**src/rtl/core/gre_pkg.sv**
```systemverilog
// ----------------------------------------------------------------------------
// gre_pkg
// Shared types and constants for the gamepad report to key event block.
// ----------------------------------------------------------------------------
package gre_pkg;

	localparam int unsigned KeyW   = 24;
	localparam int unsigned NumRegs = 8;
	localparam int unsigned IdxW   = 3;
	localparam int unsigned NumEv  = 12;

	// register indexes
	localparam logic [IdxW-1:0] REG_UP        = 3'd0;
	localparam logic [IdxW-1:0] REG_DOWN      = 3'd1;
	localparam logic [IdxW-1:0] REG_LEFT      = 3'd2;
	localparam logic [IdxW-1:0] REG_RIGHT     = 3'd3;
	localparam logic [IdxW-1:0] REG_CONFIRM   = 3'd4;
	localparam logic [IdxW-1:0] REG_CANCEL    = 3'd5;
	localparam logic [IdxW-1:0] REG_PAGE_UP   = 3'd6;
	localparam logic [IdxW-1:0] REG_PAGE_DOWN = 3'd7;

	localparam logic [KeyW-1:0] REG_RESET [NumRegs] = '{
		24'h800048, 24'h800050, 24'h80004B, 24'h80004D,
		24'd13, 24'd27, 24'h800049, 24'h800051
	};

	// fixed key codes
	localparam logic [KeyW-1:0] CODE_EDIT = 24'h000065;
	localparam logic [KeyW-1:0] CODE_CMD  = 24'h000063;
	localparam logic [KeyW-1:0] CODE_ESC  = 24'd27;

	// axis zones and reset value of the kept report
	localparam logic [7:0] ZONE_LOW   = 8'h3F;
	localparam logic [7:0] ZONE_HIGH  = 8'hBF;
	localparam logic [7:0] PREV_RESET = 8'h7F;

	// event bits, in emission order
	localparam int unsigned EV_UP     = 0;
	localparam int unsigned EV_DOWN   = 1;
	localparam int unsigned EV_LEFT   = 2;
	localparam int unsigned EV_RIGHT  = 3;
	localparam int unsigned EV_A      = 4;
	localparam int unsigned EV_B      = 5;
	localparam int unsigned EV_START  = 6;
	localparam int unsigned EV_SELECT = 7;
	localparam int unsigned EV_Y      = 8;
	localparam int unsigned EV_X      = 9;
	localparam int unsigned EV_L      = 10;
	localparam int unsigned EV_R      = 11;

	// button byte bit positions (BACK is the select button, MENU the start button)
	localparam int unsigned BTN_X    = 0;
	localparam int unsigned BTN_A    = 1;
	localparam int unsigned BTN_B    = 2;
	localparam int unsigned BTN_Y    = 3;
	localparam int unsigned BTN_L    = 4;
	localparam int unsigned BTN_R    = 5;
	localparam int unsigned BTN_BACK = 6;
	localparam int unsigned BTN_MENU = 7;

	typedef logic [NumEv-1:0] ev_mask_t;

	typedef struct packed {
		logic [7:0] x_position;
		logic [7:0] y_position;
		logic [7:0] button_bits;
		logic       report_ok;
	} report_t;

	typedef struct packed {
		logic [KeyW-1:0] key_code;
		logic            last_key;
	} key_event_t;

	// queue side handshake between front and back
	typedef struct packed {
		logic full;
		logic empty;
	} q_status_t;

endpackage

```
**src/rtl/core/gre_queue.sv**
```systemverilog
// ----------------------------------------------------------------------------
// gre_queue
// Small register FIFO of event masks between front and back.
// ----------------------------------------------------------------------------
module gre_queue #(
	parameter int unsigned Depth = 2
) (
	input  logic             clk,
	input  logic             arst_n,
	input  logic             wr,
	input  gre_pkg::ev_mask_t wr_data,
	input  logic             rd,
	output gre_pkg::ev_mask_t rd_data,
	output gre_pkg::q_status_t status
);
	import gre_pkg::*;

	localparam int unsigned PtrW = (Depth > 1) ? $clog2(Depth) : 1;
	localparam int unsigned CntW = $clog2(Depth + 1);

	ev_mask_t          mem_q [Depth];
	logic [PtrW-1:0]   wr_ptr_q;
	logic [PtrW-1:0]   rd_ptr_q;
	logic [CntW-1:0]   count_q;
	logic              do_wr;
	logic              do_rd;

	assign status.full  = (count_q == CntW'(Depth));
	assign status.empty = (count_q == '0);
	assign do_wr        = wr && !status.full;
	assign do_rd        = rd && !status.empty;
	assign rd_data      = mem_q[rd_ptr_q];

	always_ff @(posedge clk) begin
		if (do_wr) begin
			mem_q[wr_ptr_q] <= wr_data;
		end
	end

	always_ff @(posedge clk or negedge arst_n) begin
		if (!arst_n) begin
			wr_ptr_q <= '0;
			rd_ptr_q <= '0;
			count_q  <= '0;
		end else begin
			if (do_wr) begin
				wr_ptr_q <= (wr_ptr_q == PtrW'(Depth - 1)) ? '0 : wr_ptr_q + 1'b1;
			end
			if (do_rd) begin
				rd_ptr_q <= (rd_ptr_q == PtrW'(Depth - 1)) ? '0 : rd_ptr_q + 1'b1;
			end
			if (do_wr && !do_rd) begin
				count_q <= count_q + 1'b1;
			end else if (do_rd && !do_wr) begin
				count_q <= count_q - 1'b1;
			end
		end
	end

endmodule

```
**src/rtl/core/gre_front.sv**
```systemverilog
// ----------------------------------------------------------------------------
// gre_front
// Accepts reports, compares them with the kept report, and builds the
// mask of key events for the queue.
// ----------------------------------------------------------------------------
module gre_front (
	input  logic              clk,
	input  logic              arst_n,
	input  logic              push,
	input  gre_pkg::report_t  report,
	input  logic              q_full,
	output logic              full,
	output logic              q_wr,
	output gre_pkg::ev_mask_t q_data
);
	import gre_pkg::*;

	logic [7:0] prev_x_q;
	logic [7:0] prev_y_q;
	logic [7:0] prev_btn_q;
	logic [7:0] pressed;
	logic       take;
	ev_mask_t   mask;

	assign full    = q_full;
	assign take    = push && !q_full && report.report_ok;
	assign pressed = report.button_bits & ~prev_btn_q;

	always_comb begin
		mask = '0;
		mask[EV_UP]    = (report.y_position < ZONE_LOW) && (prev_y_q >= ZONE_LOW);
		mask[EV_DOWN]  = (report.y_position > ZONE_HIGH) && (prev_y_q <= ZONE_HIGH);
		mask[EV_LEFT]  = (report.x_position < ZONE_LOW) && (prev_x_q >= ZONE_LOW);
		mask[EV_RIGHT] = (report.x_position > ZONE_HIGH) && (prev_x_q <= ZONE_HIGH);
		mask[EV_A]      = pressed[BTN_A];
		mask[EV_B]      = pressed[BTN_B];
		mask[EV_START]  = pressed[BTN_MENU];
		mask[EV_SELECT] = pressed[BTN_BACK];
		mask[EV_Y]      = pressed[BTN_Y];
		mask[EV_X]      = pressed[BTN_X];
		mask[EV_L]      = pressed[BTN_L];
		mask[EV_R]      = pressed[BTN_R];
	end

	// reports with no edges never reach the queue
	assign q_wr   = take && (mask != '0);
	assign q_data = mask;

	always_ff @(posedge clk or negedge arst_n) begin
		if (!arst_n) begin
			prev_x_q   <= PREV_RESET;
			prev_y_q   <= PREV_RESET;
			prev_btn_q <= PREV_RESET;
		end else if (take) begin
			prev_x_q   <= report.x_position;
			prev_y_q   <= report.y_position;
			prev_btn_q <= report.button_bits;
		end
	end

endmodule

```
**src/rtl/core/gre_back.sv**
```systemverilog
// ----------------------------------------------------------------------------
// gre_back
// Walks each event mask lowest bit first into the output register, one key
// a cycle while that register is free or popped. Holds the key code registers.
// ----------------------------------------------------------------------------
module gre_back (
	input  logic                  clk,
	input  logic                  arst_n,
	input  logic                  cfg_write,
	input  logic [gre_pkg::IdxW-1:0] cfg_index,
	input  logic [gre_pkg::KeyW-1:0] cfg_data,
	input  logic                  q_empty,
	input  gre_pkg::ev_mask_t     q_data,
	output logic                  q_rd,
	input  logic                  pop,
	output logic                  empty,
	output gre_pkg::key_event_t   key_event
);
	import gre_pkg::*;

	logic [KeyW-1:0] reg_q [NumRegs];
	logic [KeyW-1:0] code [NumEv];
	ev_mask_t        cur_q;
	ev_mask_t        first;
	ev_mask_t        rest;
	ev_mask_t        cur_next;
	logic            out_valid_q;
	key_event_t      out_q;
	logic            out_free;
	logic            advance;
	logic [KeyW-1:0] sel_code;

	always_ff @(posedge clk or negedge arst_n) begin
		if (!arst_n) begin
			for (int i = 0; i < NumRegs; i++) begin
				reg_q[i] <= REG_RESET[i];
			end
		end else if (cfg_write) begin
			reg_q[cfg_index] <= cfg_data;
		end
	end

	always_comb begin
		code[EV_UP]     = reg_q[REG_UP];
		code[EV_DOWN]   = reg_q[REG_DOWN];
		code[EV_LEFT]   = reg_q[REG_LEFT];
		code[EV_RIGHT]  = reg_q[REG_RIGHT];
		code[EV_A]      = reg_q[REG_CONFIRM];
		code[EV_B]      = reg_q[REG_CANCEL];
		code[EV_START]  = reg_q[REG_CONFIRM];
		code[EV_SELECT] = CODE_EDIT;
		code[EV_Y]      = CODE_CMD;
		code[EV_X]      = CODE_ESC;
		code[EV_L]      = reg_q[REG_PAGE_UP];
		code[EV_R]      = reg_q[REG_PAGE_DOWN];
	end

	assign first = cur_q & (~cur_q + 1'b1);
	assign rest  = cur_q & ~first;

	always_comb begin
		sel_code = '0;
		for (int i = 0; i < NumEv; i++) begin
			sel_code = sel_code | (code[i] & {KeyW{first[i]}});
		end
	end

	assign out_free = !out_valid_q || pop;
	assign advance  = (cur_q != '0) && out_free;
	assign cur_next = advance ? rest : cur_q;
	assign q_rd     = (cur_next == '0) && !q_empty;

	always_ff @(posedge clk or negedge arst_n) begin
		if (!arst_n) begin
			cur_q       <= '0;
			out_valid_q <= 1'b0;
		end else begin
			cur_q <= q_rd ? q_data : cur_next;
			if (out_free) begin
				out_valid_q <= advance;
			end
		end
	end

	always_ff @(posedge clk) begin
		if (advance) begin
			out_q.key_code <= sel_code;
			out_q.last_key <= (rest == '0);
		end
	end

	assign empty     = !out_valid_q;
	assign key_event = out_q;

endmodule

```
**src/rtl/core/gamepad_report_to_key_events.sv**
```systemverilog
// ----------------------------------------------------------------------------
// gamepad_report_to_key_events
// Turns gamepad reports into a stream of key code transactions.
// ----------------------------------------------------------------------------
//
//  channel    | handshake          | payload
//  -----------+--------------------+-------------------------------------------
//  report in  | push / full        | report (x_position, y_position,
//             |                    |         button_bits, report_ok)
//  key out    | pop / empty        | key_event (key_code, last_key)
//  config     | cfg_write          | cfg_index (0..7), cfg_data (24-bit code)
//
// A report is taken whenever the event queue has room; reports
// that cause no key, or that carry report_ok low, leave nothing behind.
// The back end emits one key per cycle while pop keeps the output free; a
// report yields at most ten keys. The first key passes through the queue,
// the current mask register and the output register. The key stream is
// bounded by the one-key-per-cycle walk over each report's event mask.
// Reset (arst_n low) clears the queue and output, restores the kept report to
// 0x7F per byte and the key code registers to their defaults.
// A stalled pop holds the output; the queue then fills and raises full.
//
module gamepad_report_to_key_events #(
	parameter int unsigned QueueDepth = 2
) (
	input  logic                        clk,
	input  logic                        arst_n,
	// report side
	input  logic                        push,
	output logic                        full,
	input  gre_pkg::report_t            report,
	// key event side
	output logic                        empty,
	input  logic                        pop,
	output gre_pkg::key_event_t         key_event,
	// key code registers
	input  logic                        cfg_write,
	input  logic [gre_pkg::IdxW-1:0]    cfg_index,
	input  logic [gre_pkg::KeyW-1:0]    cfg_data
);
	import gre_pkg::*;

	ev_mask_t  q_wr_data;
	ev_mask_t  q_rd_data;
	logic      q_wr;
	logic      q_rd;
	q_status_t q_status;

	// front: edge detection against the kept report
	gre_front u_front (
		.clk    (clk),
		.arst_n (arst_n),
		.push   (push),
		.report (report),
		.q_full (q_status.full),
		.full   (full),
		.q_wr   (q_wr),
		.q_data (q_wr_data)
	);

	// event masks waiting for the back end
	gre_queue #(
		.Depth (QueueDepth)
	) u_queue (
		.clk     (clk),
		.arst_n  (arst_n),
		.wr      (q_wr),
		.wr_data (q_wr_data),
		.rd      (q_rd),
		.rd_data (q_rd_data),
		.status  (q_status)
	);

	// back: one key per cycle, while the output is free, into the output register
	gre_back u_back (
		.clk       (clk),
		.arst_n    (arst_n),
		.cfg_write (cfg_write),
		.cfg_index (cfg_index),
		.cfg_data  (cfg_data),
		.q_empty   (q_status.empty),
		.q_data    (q_rd_data),
		.q_rd      (q_rd),
		.pop       (pop),
		.empty     (empty),
		.key_event (key_event)
	);

endmodule
```
**config.mk**
```make
export PLATFORM = sky130hd
export DESIGN_NAME = gamepad_report_to_key_events
export DESIGN_NICKNAME = d
export VERILOG_FILES = /design/src/rtl/core/gre_pkg.sv /design/src/rtl/core/gre_queue.sv /design/src/rtl/core/gre_front.sv /design/src/rtl/core/gre_back.sv /design/src/rtl/core/gamepad_report_to_key_events.sv
export SDC_FILE = /design/constraint.sdc
export NUM_CORES = 1
export LEC_CHECK = 0
export BUFFER_PORTS_ARGS = -buffer_cell sky130_fd_sc_hd__buf_4
export CORE_MARGIN = 2
export CORE_UTILIZATION = 45
export CTS_CLUSTER_DIAMETER = 100
export CTS_CLUSTER_SIZE = 40
export DETAILED_ROUTE_END_ITERATION = 8
export HOLD_SLACK_MARGIN = 0.02
export SETUP_SLACK_MARGIN = 0.15
export SLEW_MARGIN = 20
export SYNTH_ARGS = -nofsm -noshare
export SYNTH_HDL_FRONTEND = slang
export SYNTH_SLANG_ARGS = --single-unit
```
**constraint.sdc**
```tcl
create_clock -name clk -period 3.3 [get_ports clk]
set_clock_uncertainty 0.1 [all_clocks]
set_input_delay 0.165 -clock clk [delete_from_list [all_inputs] [get_ports clk]]
set_output_delay 0.165 -clock clk [all_outputs]
set_load 0.05 [all_outputs]
```
-- Word-level counts from Yosys, hierarchy flattened
Memory sizes are Yosys's and may differ from the RTL's.
Cells that the tools add are included.
W data, S select, Z words.
- add/subtract/negate cells: 5
- magnitude comparators: 10
- eq/ne operators: 1
- multiplexer cells: 11
- bitwise gates (word level): 27
- reduce and logical (&&, ||, !) cells: 26
- operator list (operator ; count):
    $and A24 B24 Y24 ; 9
    $bwmux W192 ; 1
    $or A24 B24 Y24 ; 8
    $demux W24 S3 ; 1
    $or A24 B7 Y24 ; 2
    $and A12 B12 Y12 ; 2
    $logic_not A12 Y1 ; 2
    $mux W12 ; 2
    $mux W24 ; 1
    $not A12 Y12 ; 2
    $or A24 B5 Y24 ; 1
    $reduce_bool A12 Y1 ; 2
    $ge A8 B6 Y1 const B ; 2
    $gt A8 B8 Y1 const B ; 2
    $le A8 B8 Y1 const B ; 2
    $lt A8 B6 Y1 const B ; 2
    $logic_and A1 B1 Y1 ; 14
    $add A12 B1 Y12 const B ; 1
    $and A8 B8 Y8 ; 1
    $not A8 Y8 ; 1
    $logic_not A1 Y1 ; 5
    $ge A4 B4 Y1 const B ; 1
    $lt A4 B1 Y1 const B ; 1
    $mux W1 ; 4
    9 further kinds ; 11
- flip-flop bits (word level): 258
- RAM bits: 24
- input port bits: 57
- word-level logic and storage cells: 99
- memories: 1
- memory list (name ; depth ; width ; read ports ; clocked after Yosys merged registers in ; write ports ; RTL line ; source):
    u_queue.mem_q ; 2 ; 12 ; 1 ; 0 ; 1 ; gre_queue.sv:21 ; ev_mask_t mem_q [Depth];

-- Longest topological paths before layout
Gate-level depths: netlist of run 1.
- depth in word-level cells: 15
- depth in mapped cells: 11
- gate-level depth less buffers: 9

-- Hierarchy
From an unflattened synthesis of run 1, not the netlist that was laid out.
- cells, all modules: 867
- area, all modules: 12279.3 um^2
- modules (own cells, without submodules) (module ; times used ; cells an instance ; area an instance (um^2)):
    gre_back ; 1 ; 723 ; 9952.0
    gre_front ; 1 ; 88 ; 1227.4
    gre_queue ; 1 ; 56 ; 1099.8

-- Worst setup path before layout of run 1
OpenSTA, ideal clock, no wires.
- path kind: register to register
- start point: register u_back.cur_q[4]
- end point: register u_queue.count_q[1]
- data arrival time: 2570 ps
- data required time: 3121 ps
- path slack: 551 ps
- cell stages (with the launch flop): 11
- buffers on the path: 2
- period minus slack after synthesis: 2749 ps
- cells stage by stage: dfrtp_1 > buf_6 > or4_4 > buf_6 > o41ai_2 > o311ai_1 > nor4_1 > inv_1 > ha_1 > nor2_1 > xor2_1
- longest elaborated chain between the ends: 12
- elaborated cells between the ends (all ways): 16
- ends and longest elaborated chain (element ; RTL line ; source):
    start: declaration ; gre_back.sv:23 ; ev_mask_t cur_q;
    start signal: assignment ; gre_back.sv:78 ; cur_q <= q_rd ? q_data : cur_next;
    $not A12 Y12 ; gre_back.sv:58 ; assign first = cur_q & (~cur_q + 1'b1);
    $add A12 B1 Y12 ; gre_back.sv:58 ;
    $and A12 B12 Y12 ; gre_back.sv:58 ;
    $not A12 Y12 ; gre_back.sv:59 ; assign rest = cur_q & ~first;
    $and A12 B12 Y12 ; gre_back.sv:59 ;
    $mux W12 (*) ; gre_back.sv:70 ; assign cur_next = advance ? rest : cur_q;
    $logic_not A12 Y1 (*) ; gre_back.sv:71 ; assign q_rd = (cur_next == '0) && !q_empty;
    $logic_and A1 B1 Y1 (*) ; gre_back.sv:71 ;
    $logic_and A1 B1 Y1 (*) ; gre_queue.sv:31 ; assign do_rd = rd && !status.empty;
    $logic_not A1 Y1 ; gre_queue.sv:52 ; if (do_wr && !do_rd) begin
    $logic_and A1 B1 Y1 ; gre_queue.sv:52 ;
    $mux W2 / $reduce_bool A2 Y1 (equally long branches) ; - ;
    end signal: assignment ; gre_queue.sv:53 ; count_q <= count_q + 1'b1;
    end signal: assignment ; gre_queue.sv:55 ; count_q <= count_q - 1'b1;
    end: declaration ; gre_queue.sv:24 ; logic [CntW-1:0] count_q;
Every way passes the cells marked *; elsewhere a longest branch is shown, timed or not.
A chain may end at the register's enable or synchronous reset.

-- Worst setup path in the final report of run 1
Ends and elaborated chain as after synthesis.

==> reports/qor.txt, run 1 <==
status: completed
Vias: 7490
number of diodes: 0
FFs w/ async S/R, synth: 82.6%
Internal: 6.99 mW
Synth Register Bits: 282
clk_lat worst skew: 500 ps
Critical Path AT: 3230 ps
worst rel slew slack: 41.9%
vias in the first global route: 7774
crit path time final: 2900 ps
Cell variety after synth: 54
commonest non-fill, non-tap cells in the layout: mux2_2, dfrtp_1, buf_4
WHS: 87.9 ps
final net count: 1035
Port Buffers: 83
synth-to-layout area growth: 16.6%
MaxCap Viol Count: 0
Slew Viols, Final: 0
Worst R2R Path Depth: 8
clock-pin slew on the worst setup and hold paths: 140 ps
PD cells: 766 nW/um^2
peak supply drop: 0.463 mV
global-route usage over all layers: 19.5%
hold violation total from the final report: 0
CP Launch Type: flip-flop
fmax: 345 MHz
Die Y: 168 um
Post-CTS Setup Inserts: 0
Synth Net Count: 915
Tcrit/Tclk final: 87.9%
critical path buffer and inverter count: 1
crit path capture: u_queue.count_q[1]$_DFFE_PN0P_
Top delay family on crit path: simple AND/OR/NAND/NOR gates
Die Area: 28300 um^2
# fillers: 2260
worst setup path startpoint: u_back.cur_q[4]$_DFF_PN0_
Clock power frac: 16.0%
remaining global-route overflow: 0
reg2reg start: u_back.cur_q[4]$_DFF_PN0_
Comb power frac: 35.3%
RSZ-0062 raised after global routing: no
Multi-input gate area: 4560 um^2
vias per cell: 5.67
NetSw: 3.84 mW
clock root cell: clkbuf_16
most common cell after layout, fill and taps aside: mux2_2
Sw Share: 35.4%
predominant post-synthesis flop cell: dfrtp_1
initial drt markers: 492
Storage cell area: 7370 um^2
final setup vio count: 0
Num CTS Buffers: 11
Hold Path Class: in -> reg
crit path capture type: flip-flop
Seq/Total Area, Yosys: 60.7%
Tightest Pin Transition: 868 ps
Crit Path Category: reg -> reg
layout cells sized above 1: 43.8%
Pre-antenna DRT Iters: 4
Placed Area: 13300 um^2
dpl cells: 1256
CP Max Fanout: 10
IO Count: 84
syn_area_per_cell: 14.2 um^2
DRC: 0
Die Width: 168 um
Finished Layout Cells: 1322
Detail Route Antenna Nets: 0
average wire per standard cell: 20.4 um
core area: 26700 um^2
crit-path cells: or4_4, o41ai_2, o311ai_2, nor4_4, inv_1, ha_1, nor2_1, xor2_1
CP peak stage delay: 630 ps
slowest CP cell: or4_4
CTS tree: yes
Post-synth EDFFs: 49
Syn Inst Count: 857
final wirelength: 26900 um
Post-Syn Area: 12100 um^2
starting density of the core: 45.4%
row count: 60
reg-to-reg endpoint: u_queue.count_q[1]$_DFFE_PN0P_
Worst EP required: 3630 ps
Worst R2R Setup Slack: 400 ps
Clock Path Buffers: 3
Worst path depth: 8
Final TNS setup: 0 ps
Leak: 5.75 nW
H-tree depth: 1
total number of yosys warnings: 0
end-of-flow core utilization: 52.9%
final instance area: 14100 um^2
pin count of the biggest net entering global routing: 101
Final HPWL DP: 16600 um
CTS sink count: 282
initial antenna violation count: 0
gpl congestion: 0.826
global-route wire length before repair: 43600 um
sequential group share of total power: 48.7%
[repair_timing]
item,CTS,global route
hold buffers,49,0
setup endpoints to repair,0,2
gates resized for setup,0,2
endpoints found under the hold margin,318,0
[sequential cells by signal (all words and copies together), names as in the netlist, 2 cells and up]
signal,flops
u_back.key_event,25
u_front.prev_btn_q,8
u_queue.mem_q,24
u_back.cur_q,12
u_queue.count_q,2
u_front.prev_x_q,8
u_back.code,192
u_front.prev_y_q,8
[synth_stat cells, drive strengths merged (9+ instances only)]
cell	n	area (um^2)
mux2	217	2440
o31ai	13	151
nand3	23	115
buf	9	62.6
a221oi	28	245
edfxtp	49	1470
mux2i	11	110
dfrtp	181	4530
nor2	30	113
a21oi	9	45.0
clkbuf	50	188
nor2b	15	93.8
nand2	17	63.8
o21ai	11	55.1
dfstp	52	1370
a22oi	67	503
[tightest hold or removal path, stage by stage]
cell	delay (ps)
buf_4	80
nor2b_1	60
buf_4	200
nand2_1	90
o31ai_2	60
[area by class of cell]
| type | instances | area share [%] |
|---|---|---|
| clock inverter | 5 | 0.354 |
| tap | 341 | 3.02 |
| clock buffer | 12 | 1.97 |
| inverter | 5 | 0.133 |
| sequential | 282 | 52.1 |
| timing repair buffer | 166 | 10.2 |
| multi-input combinational | 511 | 32.3 |
[metrics by stage]
step	power (mW)	setup slack (ps)
floorplan	7.89	551
global placement	9.04	233
detailed placement	9.12	188
CTS	10.9	152
global route	11.4	225
finish	10.8	400
[logic make-up (layout without fill, tap and decap cells)]
family | Yosys count | in the layout | share of synthesized area, %
compound gates | 152 | 152 | 10.0
buf+inv | 64 | 188 | 2.22
mux | 228 | 228 | 21.0
flops | 282 | 282 | 60.7
simple gates | 125 | 125 | 5.54
xor+xnor | 5 | 5 | 0.361
fa+ha+maj | 1 | 1 | 0.103
[worst min-delay path by stage]
| stage | start | endpoint | cells past startpoint |
|---|---|---|---|
| 2_1_floorplan | arst_n | u_back.code[10]$_DFFE_PN0P_ | 0 |
| 4_1_cts | pop | u_back.cur_q[0]$_DFF_PN0_ | 5 |
| 3_3_place_gp | arst_n | u_back.code[29]$_DFFE_PN0P_ | 1 |
| 6_report | pop | u_back.cur_q[0]$_DFF_PN0_ | 5 |
| 3_5_place_dp | arst_n | u_back.code[29]$_DFFE_PN0P_ | 1 |
| 5_1_grt | pop | u_back.cur_q[0]$_DFF_PN0_ | 5 |
[routing by layer]
metal  GRT usage, %  wire [um]  vias to the layer above
met5              0          0                        -
met4           3.56        373                        0
met3           2.28        812                       21
met2           31.8      12600                      139
met1           28.5      13100                     3855
li1               -          -                     3475
[power by group through the flow]
stage	Sequential [mW]	Combinational (mW)	Clock (mW)
finish	5.27	3.83	1.73
global route	5.39	4.14	1.91
CTS	5.27	3.84	1.80
detailed placement	5.34	3.78	0
global placement	5.31	3.74	0
floorplan	5.72	2.18	0
(Power assumes the default switching activity.)
==> run 2, diff against run 1 <==
clock period = 2.6 ns   (was 3.3 ns; I/O delays follow)
==> run 2 against run 1 <==
The run now ends with negative setup slack left. Final cell count is 3.6% higher. Non-clock buffer count is 42 higher. Combinational power is 42% higher. Hold slack lost 6.3 ps. Flip-flop and latch count did not move. Die area did not move. Clock power increased by 49%. Core utilization is 2.3 points higher. Register-to-register slack worse by 510 ps. Sequential power increased by 25%. Sequential share of layout area down 2.1 points. Total power up 35%. Critical path type unchanged. Critical endpoint unchanged.
==> reports/qor.txt, run 2 (synthesis results as in run 1) <==
setup ws final: -114 ps
worst rel slew slack: 53.9%
row count: 60
initial antenna violation count: 0
Tot Pwr: 14.6 mW
CP peak stage delay: 560 ps
clk_lat worst skew: 520 ps
slowest CP cell: dfstp_2
Pre-antenna DRT Iters: 4
DRC: 0
end-of-flow core utilization: 55.2%
H-tree depth: 1
Critical Path AT: 3050 ps
vias in the first global route: 8016
final setup vio count: 13
Leak: 6.08 nW
Die Area: 28300 um^2
fmax: 368 MHz
Top delay family on crit path: simple AND/OR/NAND/NOR gates
Worst R2R Path Depth: 9
layout cells sized above 1: 47.5%
worst setup path startpoint: u_front.prev_btn_q[0]$_DFFE_PN1P_
status: finished with violations
synth-to-layout area growth: 21.6%
violated checks: negative setup slack
core area: 26700 um^2
hold violation total from the final report: 0
crit-path cells: nor2b_2, or4_1, or4_1, o31a_1, buf_6, ha_4, xor2_1, nor2_1, xor2_1
CP Max Fanout: 2
Slew Viols, Final: 0
remaining global-route overflow: 0
Crit Path Category: reg -> reg
average wire per standard cell: 20.3 um
starting density of the core: 45.4%
crit path capture type: flip-flop
crit path time final: 2710 ps
global-route usage over all layers: 20.0%
pin count of the biggest net entering global routing: 78
max reg flops: 192
Die Y: 168 um
vias per cell: 5.68
RSZ-0062 raised after global routing: yes
clock root cell: clkbuf_16
peak supply drop: 0.577 mV
MaxCap Viol Count: 0
reg2reg start: u_front.prev_btn_q[0]$_DFFE_PN1P_
final instance area: 14700 um^2
IO Count: 84
Port Buffers: 83
Final HPWL DP: 17300 um
number of diodes: 0
Worst EP required: 2940 ps
Worst path depth: 9
CTS sink count: 282
Num CTS Buffers: 12
Die Width: 168 um
clock-pin slew on the worst setup and hold paths: 120 ps
gpl congestion: 0.878
critical path buffer and inverter count: 1
PD cells: 991 nW/um^2
Tcrit/Tclk final: 104%
Placed Area: 13600 um^2
final net count: 1081
CP Launch Type: flip-flop
Vias: 7788
Clock Path Buffers: 3
most common cell after layout, fill and taps aside: mux2_2
CTS tree: yes
final wirelength: 27800 um
Hold Path Class: in -> async
initial drt markers: 499
global-route wire length before repair: 44800 um
Tightest Pin Transition: 685 ps
# fillers: 2258
Detail Route Antenna Nets: 0
commonest non-fill, non-tap cells in the layout: mux2_2, dfrtp_1, buf_4
==> run 2: changes by cell type in the layout (fill, tap and decap cells not counted), moves of 2 or more <==
cell	delta
and2_4	+2
buf_12	+4
nor3_2	+2
nor2b_1	-2
nor3_1	-2
buf_4	+32
dlygate4sd3_1	+2
clkbuf_16	+2
buf_6	+4
nor2b_4	+2
==> run 2: through the flow <==
stage	setup TNS (ps)	cells	setup WS (ps)	hold slack, ps
after floorplan	-199	857	-148	-266
after global placement	-2030	1292	-161	76.6
after detailed placement	-2230	1292	-165	60.5
after CTS	-595	1368	-154	88.6
after global routing	-1230	1370	-254	99.1
final	-333	1370	-114	81.6
==> run 2: report_power, final <==
part | switching (mW) | leakage, nW | internal, mW
Clock | 1.49 | 0.215 | 1.09
Sequential | 0.589 | 3.20 | 6.02
Combinational | 3.05 | 2.66 | 2.37
==> run 2: worst register-to-register path, stage by stage, from the launching register on <==
cell and delay [ps]:
dfstp_2 560, nor2b_2 40, or4_1 500, or4_1 490, o31a_1 280, buf_6 130, ha_4 140, xor2_1 130
nor2_1 110, xor2_1 150
==> run 2: timing repair <==
action,CTS,global route
endpoints found under the hold margin,402,0
setup buffers,4,0
resized for setup,12,12
hold buffers,51,0
pin swaps,7,4
gates cloned,1,2
setup endpoints to repair,28,44
==> run 2: layer usage <==
metal | share of wire (%) | wire length [um] | track usage [%]
met1 | 47 | 13100 | 28.2
met2 | 49 | 13600 | 34.4
met3 | 2.9 | 804 | 2.02
met4 | 1.3 | 351 | 3.67
met5 | 0 | 0 | 0
==> run 2: path summary, 6_finish.rpt <==
| check | end | slack [ps] |
|---|---|---|
| min in group clk | u_back.code[253]$_DFFE_PN0P_ | 110 |
| max | u_queue.count_q[1]$_DFFE_PN0P_ | -110 |
| max in group asynchronous | u_back.code[123]$_DFFE_PN1P_ | 1490 |
| min | u_back.code[5]$_DFFE_PN0P_ | 80 |
| max reg2reg | u_queue.count_q[1]$_DFFE_PN0P_ | -110 |
| min reg2reg | u_queue.count_q[1]$_DFFE_PN0P_ | 410 |
==> run 2: layout make-up <==
cell class / instances / area (um^2) / share of cell area (%)
clock buffers: 13 / 325 / 2.21
inverters: 5 / 18.8 / 0.127
clock inverters: 7 / 114 / 0.772
well taps: 341 / 427 / 2.89
repair buffers: 208 / 1820 / 12.4
multi-input cells: 514 / 4670 / 31.7
flip-flops and latches: 282 / 7370 / 50.0
==> run 3, diff against run 2 <==
CORE_UTILIZATION = 54   (was 45)
PLACE_DENSITY = 0.75   (was not set)
clock period = 2.4 ns   (was 2.6 ns; I/O delays follow)
==> run 3 against run 2 <==
Critical endpoint is now u_queue.mem_q[1][1]$_DFFE_PP_. Worst setup slack got worse by 170 ps. Clock power is 6% lower. The run still ends with negative setup slack left. Sequential power increased by 8.6%. Critical path type unchanged. Largest power group unchanged. Via count up 1.8%. Die area down 16%. Register-to-register slack got worse by 170 ps. Flip-flop and latch count stayed put.
==> reports/qor.txt, run 3 (synthesis results as in run 1) <==
pin count of the biggest net entering global routing: 71
most common cell after layout, fill and taps aside: mux2_2
number of diodes: 0
CP peak stage delay: 560 ps
Slew Viols, Final: 0
dpl cells: 1229
synth-to-layout area growth: 20.7%
Final HPWL DP: 16700 um
Detail Route Antenna Nets: 0
Crit Path Category: reg -> reg
global-route wire length before repair: 44700 um
vias in the first global route: 8349
status: finished with violations
clk_lat worst skew: 510 ps
remaining global-route overflow: 0
DRC: 0
Finished Layout Cells: 1309
final instance area: 14600 um^2
Hold Path Class: in -> reg
Worst EP required: 2560 ps
CP Max Fanout: 6
Critical Path AT: 2850 ps
Die Area: 23700 um^2
Leak: 6.05 nW
H-tree depth: 1
gpl congestion: 0.935
violated checks: negative setup slack
RSZ-0062 raised after global routing: yes
final setup vio count: 28
vias per cell: 6.06
slowest CP cell: dfstp_2
peak supply drop: 0.641 mV
PD cells: 1070 nW/um^2
CP Launch Type: flip-flop
fmax: 373 MHz
commonest non-fill, non-tap cells in the layout: mux2_2, dfrtp_1, buf_4
row count: 54
Tot Pwr: 15.7 mW
layout cells sized above 1: 48.4%
Placed Area: 13500 um^2
crit path time final: 2680 ps
setup ws final: -281 ps
clock root cell: clkbuf_16
average wire per standard cell: 21.1 um
max reg flops: 192
core area: 22000 um^2
clock-pin slew on the worst setup and hold paths: 140 ps
CP dominant cell by count: or4_4
Tcrit/Tclk final: 112%
starting density of the core: 55.2%
Port Buffers: 83
final net count: 1083
worst rel slew slack: 45.0%
CTS sink count: 282
Clock Path Buffers: 3
MaxCap Viol Count: 0
global-route usage over all layers: 23.6%
Tightest Pin Transition: 823 ps
Vias: 7927
Num CTS Buffers: 11
Pre-antenna DRT Iters: 5
Die Width: 154 um
crit-path cells: nor2b_2, or4_4, or4_4, o31a_1, buf_4, buf_6, and2_4
initial drt markers: 507
hold violation total from the final report: 0
CTS tree: yes
IO Count: 84
final wirelength: 27600 um
initial antenna violation count: 0
Die Y: 154 um
crit path capture type: flip-flop
run 3: worst max-delay path, delay by kind of cell (launching register included):
| family | cells | cell delay (ps) |
|---|---|---|
| AO/OA/AOI/OAI | 1 | 310 |
| buffers and inverters | 2 | 270 |
| flip-flops | 1 | 560 |
| AND/OR/NAND/NOR | 4 | 1200 |
run 3: per-stage QoR:
stage          setup slack, ps  hold WS [ps]  util, %  TNS [ps]
2_1_floorplan             -348          -276        -      -599
3_3_place_gp              -265         -62.4     61.5     -4180
3_5_place_dp              -369         -60.7     61.5     -5530
4_1_cts                   -373          21.0     66.1     -5520
5_1_grt                   -394          38.9     66.7     -8880
6_report                  -281          45.7     66.7     -7090
run 3: worst paths after layout:
path	start	end	slack, ps	depth (start not counted)
setup reg to reg	u_front.prev_btn_q[3]$_DFFE_PN1P_	u_queue.mem_q[1][1]$_DFFE_PP_	-280	7
setup / recovery	u_front.prev_btn_q[3]$_DFFE_PN1P_	u_queue.mem_q[1][1]$_DFFE_PP_	-280	7
hold / removal	pop	u_back.cur_q[3]$_DFF_PN0_	50	5
min in group asynchronous	arst_n	u_back.code[222]$_DFFE_PN1P_	150	2
hold reg to reg	u_queue.count_q[1]$_DFFE_PN0P_	u_queue.count_q[1]$_DFFE_PN0P_	410	1
max in group asynchronous	arst_n	u_back.code[144]$_DFFE_PN1P_	1560	3
run 3: repair_timing:
item / 4_1_cts / 5_1_grt
resized for setup: 17 / 18
pin swaps: 11 / 13
gates cloned: 3 / 1
setup endpoints to repair: 88 / 59
setup buffers: 5 / 4
hold buffers: 50 / 0
endpoints found under the hold margin: 434 / 0
run 3: where the power goes:
group,internal (mW),switching [mW]
Sequential,6.53,0.655
Combinational,2.68,3.41
Clock,0.957,1.47
run 3: layer usage:
layer | GRT usage [%] | part of all wire (%)
met2 | 40.7 | 49
met4 | 5.16 | 1.9
met1 | 32.7 | 45
met3 | 2.76 | 4.0
met5 | 0 | 0
run 3: area by class of cell:
| type | instances | area, um^2 |
|---|---|---|
| sequential | 282 | 7370 |
| fill | 1561 | 7320 |
| multi-input combinational | 515 | 4740 |
| timing repair buffer | 210 | 1820 |
| tap | 280 | 350 |
| clock buffer | 13 | 304 |
| clock inverter | 4 | 47.5 |
| inverter | 5 | 18.8 |
